`config.mk`:
```
export PLATFORM = sky130hd
export DESIGN_NAME = gpl_exp_fill
export DESIGN_NICKNAME = d
export VERILOG_FILES = /design/src/rtl/gpl_pkg.sv /design/src/rtl/gpl_exp_fill.sv
export SDC_FILE = /design/constraint.sdc
export NUM_CORES = 1
export LEC_CHECK = 0
export ABC_AREA = 1
export BUFFER_PORTS_ARGS = -buffer_cell sky130_fd_sc_hd__buf_4
export CORE_MARGIN = 3
export CORE_UTILIZATION = 55
export DETAILED_ROUTE_END_ITERATION = 10
export GPL_ROUTABILITY_DRIVEN = 0
export PLACE_DENSITY = 0.79
export SLEW_MARGIN = 10
export SYNTH_ARGS = -nofsm -noshare
export SYNTH_HDL_FRONTEND = slang
export SYNTH_SLANG_ARGS = --single-unit
```
`constraint.sdc`:
```
create_clock -name i_clk -period 9.06 [get_ports i_clk]
set_clock_uncertainty 0.05 [all_clocks]
set_input_delay 0.906 -clock i_clk [delete_from_list [all_inputs] [get_ports i_clk]]
set_output_delay 0.906 -clock i_clk [all_outputs]
set_load 0.03 [all_outputs]
```
`src/rtl/gpl_pkg.sv`:
```
// Shared types and constants for the Gaussian-peak spectrum model unit.
// No dependencies; every other rtl file imports this package.
package gpl_pkg;

    // reciprocal 2^59 / |sigma|, one quotient bit per divider stage
    localparam int RECIP_BITS = 59;
    localparam int RECIP_W    = RECIP_BITS + 1;
    localparam int DIV_STAGES = RECIP_W;

    // exp(-u) table: 2048 steps of 1/64, stored as {e[k], e[k+1]} pairs
    localparam int ROM_STEP_BITS = 6;
    localparam int ROM_AW        = 11;
    localparam int ROM_LEN       = 1 << ROM_AW;
    localparam int ROM_DW        = 31;
    localparam logic [ROM_DW-1:0] ROM_ONE         = 31'd1073741824;
    localparam logic [30:0]       ROM_STEP_FACTOR = 31'd1057095000;

    // 1/sqrt(2*pi) in Q0.32
    localparam logic [30:0] INV_SQRT_2PI = 31'd1713444047;

    localparam int TERM_CAP_BIT = 40;
    localparam int TERM_W       = TERM_CAP_BIT + 2;

    // lane: two entry stages, the divider, nine arithmetic stages
    localparam int LANE_LAT = 2 + DIV_STAGES + 9;

    // result queue
    localparam int OQ_AW    = 7;
    localparam int OQ_DEPTH = 1 << OQ_AW;

    localparam logic signed [31:0] SAT_MAX = 32'sh7FFF_FFFF;
    localparam logic signed [31:0] SAT_MIN = 32'sh8000_0000;

    typedef enum logic [1:0] {
        CFG_PEAK_COUNT   = 2'd0,
        CFG_COMMON_WIDTH = 2'd1,
        CFG_BIN_WIDTH    = 2'd2
    } t_cfg_index;

    typedef struct packed {
        logic                    en;
        logic [ROM_AW-1:0]       addr;
        logic [2*ROM_DW-1:0]     data;
    } t_rom_wr;

endpackage

```
`src/rtl/gpl_exp_fill.sv`:
```
// Table builder: computes exp(-k/64) pairs after reset and broadcasts writes.
// Depends on gpl_pkg.
module gpl_exp_fill import gpl_pkg::*; (
    input  logic    i_clk,
    input  logic    i_rst_n,
    output t_rom_wr o_rom_wr,
    output logic    o_done
);

    logic [ROM_AW-1:0]   r_addr;
    logic [ROM_DW-1:0]   r_val;
    logic                r_busy;
    logic [2*ROM_DW-1:0] w_prod;
    logic [ROM_DW-1:0]   n_val;

    // e[k+1] = round(e[k] * exp(-1/64))
    assign w_prod = r_val * ROM_STEP_FACTOR;
    assign n_val  = ROM_DW'((w_prod + (62'd1 << 29)) >> 30);

    always_ff @(posedge i_clk) begin
        if (!i_rst_n) begin
            r_busy <= 1'b1;
            r_addr <= '0;
            r_val  <= ROM_ONE;
        end else if (r_busy) begin
            r_val  <= n_val;
            r_addr <= r_addr + 1'b1;
            if (r_addr == ROM_AW'(ROM_LEN - 1)) begin
                r_busy <= 1'b0;
            end
        end
    end

    assign o_rom_wr.en   = r_busy;
    assign o_rom_wr.addr = r_addr;
    assign o_rom_wr.data = {r_val, n_val};
    assign o_done        = !r_busy;

endmodule

```
==> key figures, run 1 <==
Flow run
  • Max cap viols: 0

Yosys
  • Cells after synthesis: ~2,500
  • FF+latch count, synth: 43
  • Post-Syn Area: ~19,000 µm²
  • Synth Flop Type: dfxtp_1
  • Sequential area share after synthesis: 0.04499
  • Post-synth EDFFs: 0
  • Netlist cell types: 37
  • Syn avg cell area: ~7.5 µm²
  • Syn_nets: around 3,200
  • Ys async rst share: 0
  • Synth warn: 0

Setup path
  • Source of the critical timing path: r_val[15]$_SDFFE_PN0P_
  • Flop2flop setup slack: approximately 1.4 ns
  • Crit-path max cell delay: about 0.56 ns
  • CP arrival: approximately 7.8 ns
  • Most common cell on crit path: nand2_1
  • Crit Path Class: register to output port
  • FF-to-FF Start: r_val[15]$_SDFFE_PN0P_
  • Req. time, crit path: ~8.1 ns
  • Critical Path Sink Type: output port
  • RR Endpoint: r_val[28]$_SDFFE_PN0P_
  • Startpoint types: register
  • CP max-delay cell: dfxtp_1
  • Worst r2r path cells: 31
  • Worst Setup EP: o_rom_wr[20]
  • Critical path peak fanout: 8

Global route
  • Gr ovfl total: 0
  • First-pass GRT wire length: 93.81 mm
  • Vias in the first global route: roughly 18,000
  • Largest net degree at the start of global routing: 47
  • Tot GR Track Use: 0.3337
  • Initial antenna violation count: 0

Clock network
  • CTS Buf Count: 5
  • CTS Root Cell: clkbuf_16
  • TritonCTS Sinks: between 40 and 50
  • Clock buffer depth: 2
  • Worst-path clk slew: 0.09 ns
  • Worst skew pair latency: approximately 0.32 ns
  • H-tree depth: 2
  • CTS tree: built
  • Hold_buf cts: 0
  • Post-CTS setup buffers: 0

Layout
  • Layout cell share with drive strength beyond 1: 0.06682
  • Final Non-Filler Cells: roughly 3,000
  • Total area of sequential cells: 868.3 µm²
  • Commonest non-fill, non-tap cells in the layout: inv_1 (789), nand2_1 (569), fa_1 (353)
  • Filler instances: between 2,000 and 3,000
  • Commonest non-fill, non-tap cell in the layout: inv_1
  • Multi-input gate area in the final layout: ~15,000 µm²
  • Final net count: ~3,200
  • Area grow syn2layout: 7.004%

Drt
  • Drt initial violations: 1,778
  • Vias/cell: ~5.5
  • TritonRoute pass-1 iters: 10
  • Drt wl/cell: 19.49 µm
  • DR vias: 16,861
  • Drc violations: 0
  • Final wirelength: between 50 and 60 mm
  • Post-route ant nets: 0

Floorplanning
  • DIE WIDTH: 192.5 µm
  • Die ar.: between 30,000 and 40,000 µm²
  • Row cnt: between 60 and 70
  • Top Ports: 77
  • Die Y: between 150 and 200 µm
  • Core area: 33,870 µm²
  • Starting density of the core: 0.5649

STA
  • Slew HR: 0.3853
  • Final slew viol count: 0
  • RSZ-0062 raised after global routing: false
  • Slew @ Worst Pin: just over 0.9 ns
  • Min setup slack post-route: between 0.3 and 0.4 ns
  • Tmin final: 8.749 ns
  • Setup TNS: 0 ns
  • Fin crit share: 0.9657
  • Fmax: between 0.1 and 0.15 GHz
  • Final hold vios: 0
  • Final Setup Violations: 0

Outcome
  • Outcome: finished, final reports clean

Place
  • I/O Buffers: 76
  • Worst slack at placement: a little under 0.5 ns
  • Cells after DPL: between 3,000 and 4,000
  • Placed wire-length estimate: roughly 53 mm

Min path
  • Worst Hold Class: register to register
## synthesized netlist by cell type, types with 4 or more instances
library cell,number,area share
inv_2,22,0.0043
o21bai_1,8,0.0031
nand3_1,90,0.024
o21ai_1,9,0.0024
a21oi_1,74,0.019
dfxtp_1,43,0.045
nand3_2,6,0.0031
xor2_1,19,0.0087
nor2_4,6,0.0035
nor2_2,16,0.0052
nand3b_1,4,0.0016
nand2_1,569,0.11
nand2_2,10,0.0033
nor2_1,139,0.027
nor3_1,15,0.0039
clkinv_1,5,0.00098
o21ai_0,26,0.0068
inv_1,789,0.15
clkbuf_1,9,0.0018
xnor2_1,7,0.0032
ha_1,267,0.17
fa_1,355,0.37
nand4_1,35,0.011
nor3_2,6,0.0031
## worst max-delay path, delay by kind of cell, from the launching register on
kind | cells | cell delay (ns)
AND/OR/NAND/NOR | 14 | 2.16
flip-flops | 1 | 0.56
buffers and inverters | 8 | 0.82
adder cells (fa/ha/maj) | 8 | 3.93
## flip-flops by register name (all words and copies together) (netlist names)
signal,flops
r_busy,1
r_addr,11
r_val,31
## worst min path at each step
| stage | end | from | depth (start not counted) |
|---|---|---|---|
| 3_3_place_gp | r_addr[9]$_SDFFE_PN0P_ | r_addr[9]$_SDFFE_PN0P_ | 2 |
| 4_1_cts | r_addr[9]$_SDFFE_PN0P_ | r_addr[9]$_SDFFE_PN0P_ | 2 |
| 3_5_place_dp | r_addr[9]$_SDFFE_PN0P_ | r_addr[9]$_SDFFE_PN0P_ | 2 |
| 5_1_grt | r_addr[9]$_SDFFE_PN0P_ | r_addr[9]$_SDFFE_PN0P_ | 2 |
| 6_report | r_addr[0]$_SDFFE_PN0P_ | r_addr[0]$_SDFFE_PN0P_ | 1 |
| 2_1_floorplan | r_addr[9]$_SDFFE_PN0P_ | r_addr[9]$_SDFFE_PN0P_ | 2 |
## through the flow
step                hold slack, ns  utilization  area [µm²]
global route                0.5046       0.6043       20470
global placement            0.4347       0.5979       20250
CTS                         0.4790       0.6023       20400
finish                      0.4811       0.6045       20470
detailed placement          0.4651       0.5979       20250
floorplan                   0.5600            -       19130
## area by class of cell
type / instances / area share
clock buffers: 5 / 0.006112
inverters: 816 / 0.1496
repair buffers: 81 / 0.02970
flip-flops and latches: 43 / 0.04242
clock inverters: 3 / 0.001161
well taps: 448 / 0.02738
multi-input cells: 1671 / 0.7434
diodes: 2 / 0.0002445
## kinds of logic after synthesis
group           count (synthesis)  synth area share
simple gates                  901            0.2006
buf+inv                       828            0.1627
fa+ha+maj                     622            0.5461
compound gates                122           0.03368
flops                          43           0.04499
xor+xnor                       26           0.01190
## what timing repair did
item / CTS / global route
hold endpoints to repair: 0 / 0
endpoints found under the setup margin: 0 / 19
gates resized for setup: 0 / 17
## routing by layer
layer / track usage / share of wire
met5: 0 / 0
met4: 0.1605 / 0.059
met3: 0.09428 / 0.12
met2: 0.5276 / 0.44
met1: 0.4228 / 0.38
Power of run 1 is not shown: default switching activity piles up to over one toggle a cycle in this logic, so the estimate is an artifact.
==> inputs of run 2 (changes only) <==
--- a/config.mk
+++ b/config.mk
@@ -11,8 +11,9 @@
 export CORE_UTILIZATION = 55
 export DETAILED_ROUTE_END_ITERATION = 10
 export GPL_ROUTABILITY_DRIVEN = 0
-export PLACE_DENSITY = 0.79
+export PLACE_DENSITY = 0.72
 export SLEW_MARGIN = 10
 export SYNTH_ARGS = -nofsm -noshare
 export SYNTH_HDL_FRONTEND = slang
 export SYNTH_SLANG_ARGS = --single-unit
+export TNS_END_PERCENT = 20
==> key figures, run 2 (same netlist as run 1, synthesis figures left out) <==
Outcome
  • Outcome: finished, final reports clean (unchanged)

STA
  • Final slew viol count: 0 (unchanged)
  • Fmax: 0.1149 GHz (was 0.1143 GHz)
  • Fin crit share: 0.9605 (was 0.9657)
  • Tmin final: 8.703 ns (was 8.749 ns)
  • Final Setup Violations: 0 (unchanged)
  • Final hold vios: 0 (unchanged)
  • Slew HR: 0.3663 (was 0.3853)
  • Slew @ Worst Pin: 0.9492 ns (was 0.9207 ns)
  • Setup TNS: 0 ns (unchanged)
  • RSZ-0062 raised after global routing: false (unchanged)
  • Min setup slack post-route: 0.3575 ns (was 0.3107 ns)

Setup path
  • RR Endpoint: r_val[21]$_SDFFE_PN0P_ (was r_val[28]$_SDFFE_PN0P_)
  • Flop2flop setup slack: 1.39 ns (was 1.41 ns)
  • CP max-delay cell: fa_1 (was dfxtp_1)
  • Critical Path Sink Type: output port (unchanged)
  • FF-to-FF Start: r_val[7]$_SDFFE_PN0P_ (was r_val[15]$_SDFFE_PN0P_)
  • CP arrival: 7.75 ns (was 7.79 ns)
  • Critical path peak fanout: 6 (was 8)
  • Cell family with most CP delay: adder cells (unchanged)
  • Crit-path max cell delay: 0.71 ns (was 0.56 ns)
  • Req. time, crit path: 8.10 ns (about the same)
  • Buffers & Inverters on Critical Path: 7 (was 8)
  • Worst r2r path cells: 30 (was 31)
  • Source of the critical timing path: r_val[7]$_SDFFE_PN0P_ (was r_val[15]$_SDFFE_PN0P_)
  • Crit Path Class: register to output port (unchanged)
  • Startpoint types: register (unchanged)

Place
  • Placed wire-length estimate: 54.22 mm (was 53.03 mm)
  • I/O Buffers: 76 (unchanged)
  • Worst slack at placement: 0.5464 ns (was 0.4816 ns)

Layout
  • Commonest non-fill, non-tap cell in the layout: inv_1 (unchanged)
  • Multi-input gate area in the final layout: 15,190 µm² (was 15,220 µm²)
  • Reg with most FFs: r_val (unchanged)
  • Area grow syn2layout: 7.024% (was 7.004%)
  • Filler instances: 3,059 (was 2,861)
  • Diode count: 0 (was 2)
  • Commonest non-fill, non-tap cells in the layout: inv_1 (789), nand2_1 (569), fa_1 (354) (was inv_1 (789), nand2_1 (569), fa_1 (353))
  • Layout cell share with drive strength beyond 1: 0.06669 (was 0.06682)
  • Total area of sequential cells: 867.1 µm² (was 868.3 µm²)
  • Final net count: 3,247 (was 3,242)
  • Largest registers: r_val: 31 flops, r_addr: 11 flops, r_busy: 1 flops (unchanged)
  • Largest register FFs: 31 (unchanged)

Drt
  • DR vias: 16,442 (was 16,861)
  • Drc violations: 0 (unchanged)
  • Post-route ant nets: 0 (unchanged)
  • Drt initial violations: 1,572 (was 1,778)
  • Drt wl/cell: 19.67 µm (was 19.49 µm)
  • TritonRoute pass-1 iters: 6 (was 10)
  • Vias/cell: 5.352 (was 5.494)
  • Final wirelength: 60.43 mm (was 59.81 mm)

Floorplanning
  • Die Y: 192.5 µm (unchanged)
  • Row cnt: 67 (unchanged)
  • Core area: 33,870 µm² (unchanged)
  • Die ar.: 37,060 µm² (unchanged)
  • DIE WIDTH: 192.5 µm (unchanged)
  • Top Ports: 77 (unchanged)
  • Starting density of the core: 0.5649 (unchanged)

Min path
  • WHS Endpoint: r_addr[9]$_SDFFE_PN0P_ (was r_addr[0]$_SDFFE_PN0P_)
  • Start point of the worst hold path: r_addr[9]$_SDFFE_PN0P_ (was r_addr[0]$_SDFFE_PN0P_)
  • Worst Hold Class: register to register (unchanged)
  • Hold path depth: 2 (was 1)

Clock network
  • CTS Buf Count: 5 (unchanged)
  • Worst-path clk slew: 0.08 ns (was 0.09 ns)
  • Clock buffer depth: 2 (unchanged)
  • CTS Root Cell: clkbuf_16 (unchanged)
  • TritonCTS Sinks: 43 (unchanged)
  • Worst skew pair latency: 0.32 ns (about the same)
  • Hold_buf cts: 0 (unchanged)
  • Post-CTS setup buffers: 0 (unchanged)
  • H-tree depth: 2 (unchanged)
  • CTS tree: built (unchanged)

Global route
  • Gr busiest metal: met2 (unchanged)
  • Largest net degree at the start of global routing: 47 (unchanged)
  • Met2 global-route usage: 0.5389 (was 0.5276)
  • First-pass GRT wire length: 95.01 mm (was 93.81 mm)
  • Met3 Resource Use GR: 0.1012 (was 0.09428)
  • Tot GR Track Use: 0.3423 (was 0.3337)
  • Vias in the first global route: 17,098 (was 17,500)
  • Met1 usage: 0.4490 (was 0.4228)
  • Gr ovfl total: 0 (unchanged)
  • Initial antenna violation count: 1 (was 0)

Flow run
  • Max cap viols: 0 (unchanged)
==> run 2: cell count changes in the layout (fill, tap and decap cells not counted) <==
| cell | delta |
|---|---|
| dfxtp_1 | +1 |
| xor2_1 | +3 |
| nor2_1 | -1 |
| buf_4 | +5 |
| nor3_1 | +1 |
| fa_2 | -1 |
| diode_2 | -2 |
| xor2_2 | -3 |
| nor2_2 | +1 |
| dfxtp_2 | -1 |
| nor3_2 | -1 |
| fa_1 | +1 |
==> run 2: area by class of cell <==
| cell class | instances | share of cell area |
|---|---|---|
| clock buffer | 5 | 0.006111 |
| clock inverter | 3 | 0.001161 |
| inverter | 816 | 0.1496 |
| multi-input combinational | 1671 | 0.7419 |
| sequential | 43 | 0.04235 |
| tap | 448 | 0.02738 |
| timing repair buffer | 86 | 0.03153 |
==> run 2: worst max path at each step <==
stage / to / slack [ns] / cells past startpoint
after global placement: o_rom_wr[9] / 0.69 / 27
final: o_rom_wr[26] / 0.36 / 29
after detailed placement: o_rom_wr[9] / 0.55 / 27
after CTS: o_rom_wr[9] / 0.17 / 27
after floorplan: o_rom_wr[11] / 1.35 / 26
after global routing: o_rom_wr[17] / 0.02 / 30
==> run 2: layer usage <==
layer	part of all wire	wire length [µm]
met1	0.40	23900
met2	0.44	26770
met3	0.12	7014
met4	0.045	2729
met5	0.00022	13
==> run 2: tightest hold or removal path, cell delays in order (launching register included) <==
cell     delay, ns
dfxtp_1       0.35
inv_1         0.08
a21oi_1       0.05
==> run 2: stage by stage <==
stage               hold slack [ns]  std cells  utilization  cell area, µm²
floorplan                    0.5600       2542            -           19130
global placement             0.4426       3064       0.5990           20290
detailed placement           0.4536       3064       0.5990           20290
CTS                          0.4688       3072       0.6034           20440
global route                 0.4907       3072       0.6046           20480
finish                       0.4713       3072       0.6046           20480
==> run 2: repair_timing <==
item | 4_1_cts | 5_1_grt
endpoints found under the hold margin | 0 | 0
setup endpoints to repair | 0 | 14
gates resized for setup | 0 | 12
Power of run 2 is left out for the same reason.
==> inputs of run 3 (changes only) <==
--- a/config.mk
+++ b/config.mk
@@ -5,7 +5,6 @@
 export SDC_FILE = /design/constraint.sdc
 export NUM_CORES = 1
 export LEC_CHECK = 0
-export ABC_AREA = 1
 export BUFFER_PORTS_ARGS = -buffer_cell sky130_fd_sc_hd__buf_4
 export CORE_MARGIN = 3
 export CORE_UTILIZATION = 55
==> key figures, run 3 <==
STA
  • Slew @ Worst Pin: 0.7525 ns (was 0.9492 ns)
  • Tmin final: 8.998 ns (was 8.703 ns)
  • Min setup slack post-route: 0.06243 ns (was 0.3575 ns)
  • Final Setup Violations: 0 (unchanged)
  • Slew HR: 0.4966 (was 0.3663)
  • Final hold vios: 0 (unchanged)
  • Fin crit share: 0.9931 (was 0.9605)
  • Fmax: 0.1111 GHz (was 0.1149 GHz)
  • Final slew viol count: 0 (unchanged)
  • RSZ-0062 raised after global routing: true (was false)

Clock network
  • Clock buffer depth: 2 (unchanged)
  • CTS Root Cell: clkbuf_16 (unchanged)
  • Worst skew pair latency: 0.31 ns (was 0.32 ns)
  • CTS Buf Count: 5 (unchanged)
  • CTS tree: built (unchanged)
  • TritonCTS Sinks: 43 (unchanged)
  • H-tree depth: 2 (unchanged)
  • Worst-path clk slew: 0.08 ns (about the same)

Global route
  • Met3 Resource Use GR: 0.1116 (was 0.1012)
  • Gr ovfl total: 0 (unchanged)
  • First-pass GRT wire length: 82.89 mm (was 95.01 mm)
  • Initial antenna violation count: 0 (was 1)
  • Largest net degree at the start of global routing: 40 (was 47)
  • Met1 usage: 0.4485 (was 0.4490)
  • Vias in the first global route: 14,727 (was 17,098)
  • Met2 global-route usage: 0.4903 (was 0.5389)
  • Gr busiest metal: met2 (unchanged)
  • Tot GR Track Use: 0.3231 (was 0.3423)

Layout
  • Reg with most FFs: r_val (unchanged)
  • Final net count: 2,647 (was 3,247)
  • Commonest non-fill, non-tap cell in the layout: inv_1 (unchanged)
  • Area grow syn2layout: 15.50% (was 7.024%)
  • Multi-input gate area in the final layout: 15,150 µm² (was 15,190 µm²)
  • Finished Core Util: 0.6510 (was 0.6046)
  • Final Non-Filler Cells: 2,420 (was 3,072)
  • Largest registers: r_val: 31 flops, r_addr: 11 flops, r_busy: 1 flops (unchanged)
  • Layout cell share with drive strength beyond 1: 0.1769 (was 0.06669)
  • Diode count: 0 (unchanged)
  • Largest register FFs: 31 (unchanged)
  • Total area of sequential cells: 883.3 µm² (was 867.1 µm²)
  • Filler instances: 2,465 (was 3,059)
  • Commonest non-fill, non-tap cells in the layout: inv_1 (512), fa_1 (347), ha_1 (249) (was inv_1 (789), nand2_1 (569), fa_1 (354))

Yosys
  • Post-Syn Area: 17,380 µm² (was 19,130 µm²)
  • Synth warn: 0 (unchanged)
  • Cells after synthesis: 1,861 (was 2,542)
  • Post-synth EDFFs: 0 (unchanged)
  • Synth top area share: 0.4090 (was 0.3715)
  • Netlist cell types: 84 (was 37)
  • Ys async rst share: 0 (unchanged)
  • FF+latch count, synth: 43 (unchanged)
  • Most frequent cell after synthesis: inv_1 (unchanged)
  • Syn avg cell area: 9.337 µm² (was 7.526 µm²)
  • Synth Flop Type: dfxtp_1 (unchanged)
  • Syn_nets: 2,485 (was 3,166)
  • Top cells by count, synth: inv_1 (520), fa_1 (355), ha_1 (267) (was inv_1 (789), nand2_1 (569), fa_1 (355))
  • Area leader, netlist: fa_1 (unchanged)
  • Sequential area share after synthesis: 0.04954 (was 0.04499)
  • Main area contributors after synthesis: fa_1 (41%), ha_1 (19%), inv_1 (11%) (was fa_1 (37%), ha_1 (17%), inv_1 (15%))

Drt
  • Drt initial violations: 1,680 (was 1,572)
  • Drt wl/cell: 22.46 µm (was 19.67 µm)
  • Final wirelength: 54.36 mm (was 60.43 mm)
  • Vias/cell: 5.894 (was 5.352)
  • Drc violations: 0 (unchanged)
  • TritonRoute pass-1 iters: 6 (unchanged)
  • DR vias: 14,264 (was 16,442)
  • Post-route ant nets: 0 (unchanged)

Min path
  • Worst Hold Class: register to register (unchanged)
  • Start point of the worst hold path: r_addr[10]$_SDFFE_PN0P_ (was r_addr[9]$_SDFFE_PN0P_)
  • Hold path depth: 2 (unchanged)
  • WHS Endpoint: r_addr[10]$_SDFFE_PN0P_ (was r_addr[9]$_SDFFE_PN0P_)

Floorplanning
  • DIE WIDTH: 183.7 µm (was 192.5 µm)
  • Row cnt: 64 (was 67)
  • Top Ports: 77 (unchanged)
  • Die Y: 183.7 µm (was 192.5 µm)
  • Core area: 30,830 µm² (was 33,870 µm²)
  • Die ar.: 33,760 µm² (was 37,060 µm²)
  • Starting density of the core: 0.5636 (was 0.5649)

Place
  • Worst slack at placement: -0.009013 ns (was 0.5464 ns)
  • Cells after DPL: 2,379 (was 3,064)
  • Placed wire-length estimate: 46.52 mm (was 54.22 mm)
  • I/O Buffers: 76 (unchanged)

Setup path
  • Startpoint types: register (unchanged)
  • Critical path peak fanout: 7 (was 6)
  • Crit Path Class: register to output port (unchanged)
  • Req. time, crit path: 8.10 ns (about the same)
  • Flop2flop setup slack: 1.11 ns (was 1.39 ns)
  • RR Endpoint: r_val[25]$_SDFFE_PN0P_ (was r_val[21]$_SDFFE_PN0P_)
  • FF-to-FF Start: r_val[25]$_SDFFE_PN0P_ (was r_val[7]$_SDFFE_PN0P_)
  • Worst r2r path cells: 29 (was 30)
  • CP arrival: 8.04 ns (was 7.75 ns)
  • Critical Path Sink Type: output port (unchanged)

Outcome
  • Outcome: finished, final reports clean (unchanged)

Flow run
  • Max cap viols: 0 (unchanged)
## run 3: cell count changes in the layout (fill, tap and decap cells not counted), moves of 19 or more
cell	change
nand2_1	-476
a21oi_1	-19
nor2_1	-62
inv_1	-277
buf_4	+92
xnor2_1	+19
a21o_1	+19
nand3_1	-64
## run 3: per-layer routing
| layer | up-vias | share of wire | wire (µm) |
|---|---|---|---|
| met1 | 7029 | 0.40 | 21800 |
| met5 | - | 0 | 0 |
| met3 | 171 | 0.12 | 6737 |
| met4 | 0 | 0.037 | 2024 |
| met2 | 840 | 0.44 | 23790 |
| li1 | 6224 | - | - |
## run 3: worst max path at each step
stage | slack [ns] | startpoint | depth (start not counted) | to
detailed placement | -0.009 | r_val[2]$_SDFFE_PN0P_ | 27 | o_rom_wr[30]
global placement | 0.12 | r_val[15]$_SDFFE_PN0P_ | 26 | o_rom_wr[24]
finish | 0.06 | r_val[25]$_SDFFE_PN0P_ | 27 | o_rom_wr[30]
floorplan | 0.15 | r_val[3]$_SDFFE_PN0P_ | 27 | o_rom_wr[30]
CTS | -0.009 | r_val[3]$_SDFFE_PN0P_ | 26 | o_rom_wr[30]
global route | -0.15 | r_val[11]$_SDFFE_PN0P_ | 26 | o_rom_wr[23]
## run 3: layout make-up
| cell class | count | area share |
|---|---|---|
| multi-input cells | 1270 | 0.7546 |
| flip-flops and latches | 43 | 0.04401 |
| repair buffers | 183 | 0.06982 |
| clock inverters | 3 | 0.003366 |
| clock buffers | 5 | 0.006234 |
| well taps | 396 | 0.02469 |
| inverters | 520 | 0.09725 |
## run 3: what timing repair did
action,CTS,global route
endpoints found under the hold margin,0,0
setup buffers,3,30
pin swaps,6,43
resized for setup,39,142
setup endpoints to repair,15,17
hold buffers,0,0
## run 3: metrics by stage
| step | TNS (ns) | area, µm² | hold WS [ns] |
|---|---|---|---|
| 2_1_floorplan | 0 | 17380 | 0.5678 |
| 3_3_place_gp | 0 | 18880 | 0.4378 |
| 3_5_place_dp | -0.009013 | 18880 | 0.4565 |
| 4_1_cts | -0.008676 | 19240 | 0.4639 |
| 5_1_grt | -1.265 | 20070 | 0.5024 |
| 6_report | 0 | 20070 | 0.4617 |
## run 3: cell families (layout without fill, tap and decap cells)
kind of cell	after synthesis	count (layout)	synth area share
simple gates	326	326	0.09605
fa+ha+maj	622	622	0.6012
flops	43	43	0.04954
xor+xnor	56	56	0.02866
buf+inv	548	711	0.1192
compound gates	259	259	0.1012
mux	7	7	0.004032
## run 3: worst max-delay path, cell delays in order (launching register included)
cell,delay (ns)
dfxtp_2,0.42
buf_4,0.18
fa_1,0.67
inv_1,0.09
fa_1,0.46
fa_1,0.50
inv_1,0.05
ha_1,0.30
fa_1,0.54
inv_1,0.05
fa_1,0.48
inv_1,0.05
fa_1,0.60
ha_1,0.29
buf_4,0.18
a21oi_1,0.21
o21ai_0,0.21
a21oi_1,0.21
o21ai_2,0.10
o21ai_0,0.25
nor4b_4,0.28
nand4_1,0.23
nor4_4,0.43
nand2_2,0.15
a2111oi_4,0.35
nor3_2,0.09
xnor2_1,0.17
buf_4,0.18
Power of run 3 is left out for the same reason.
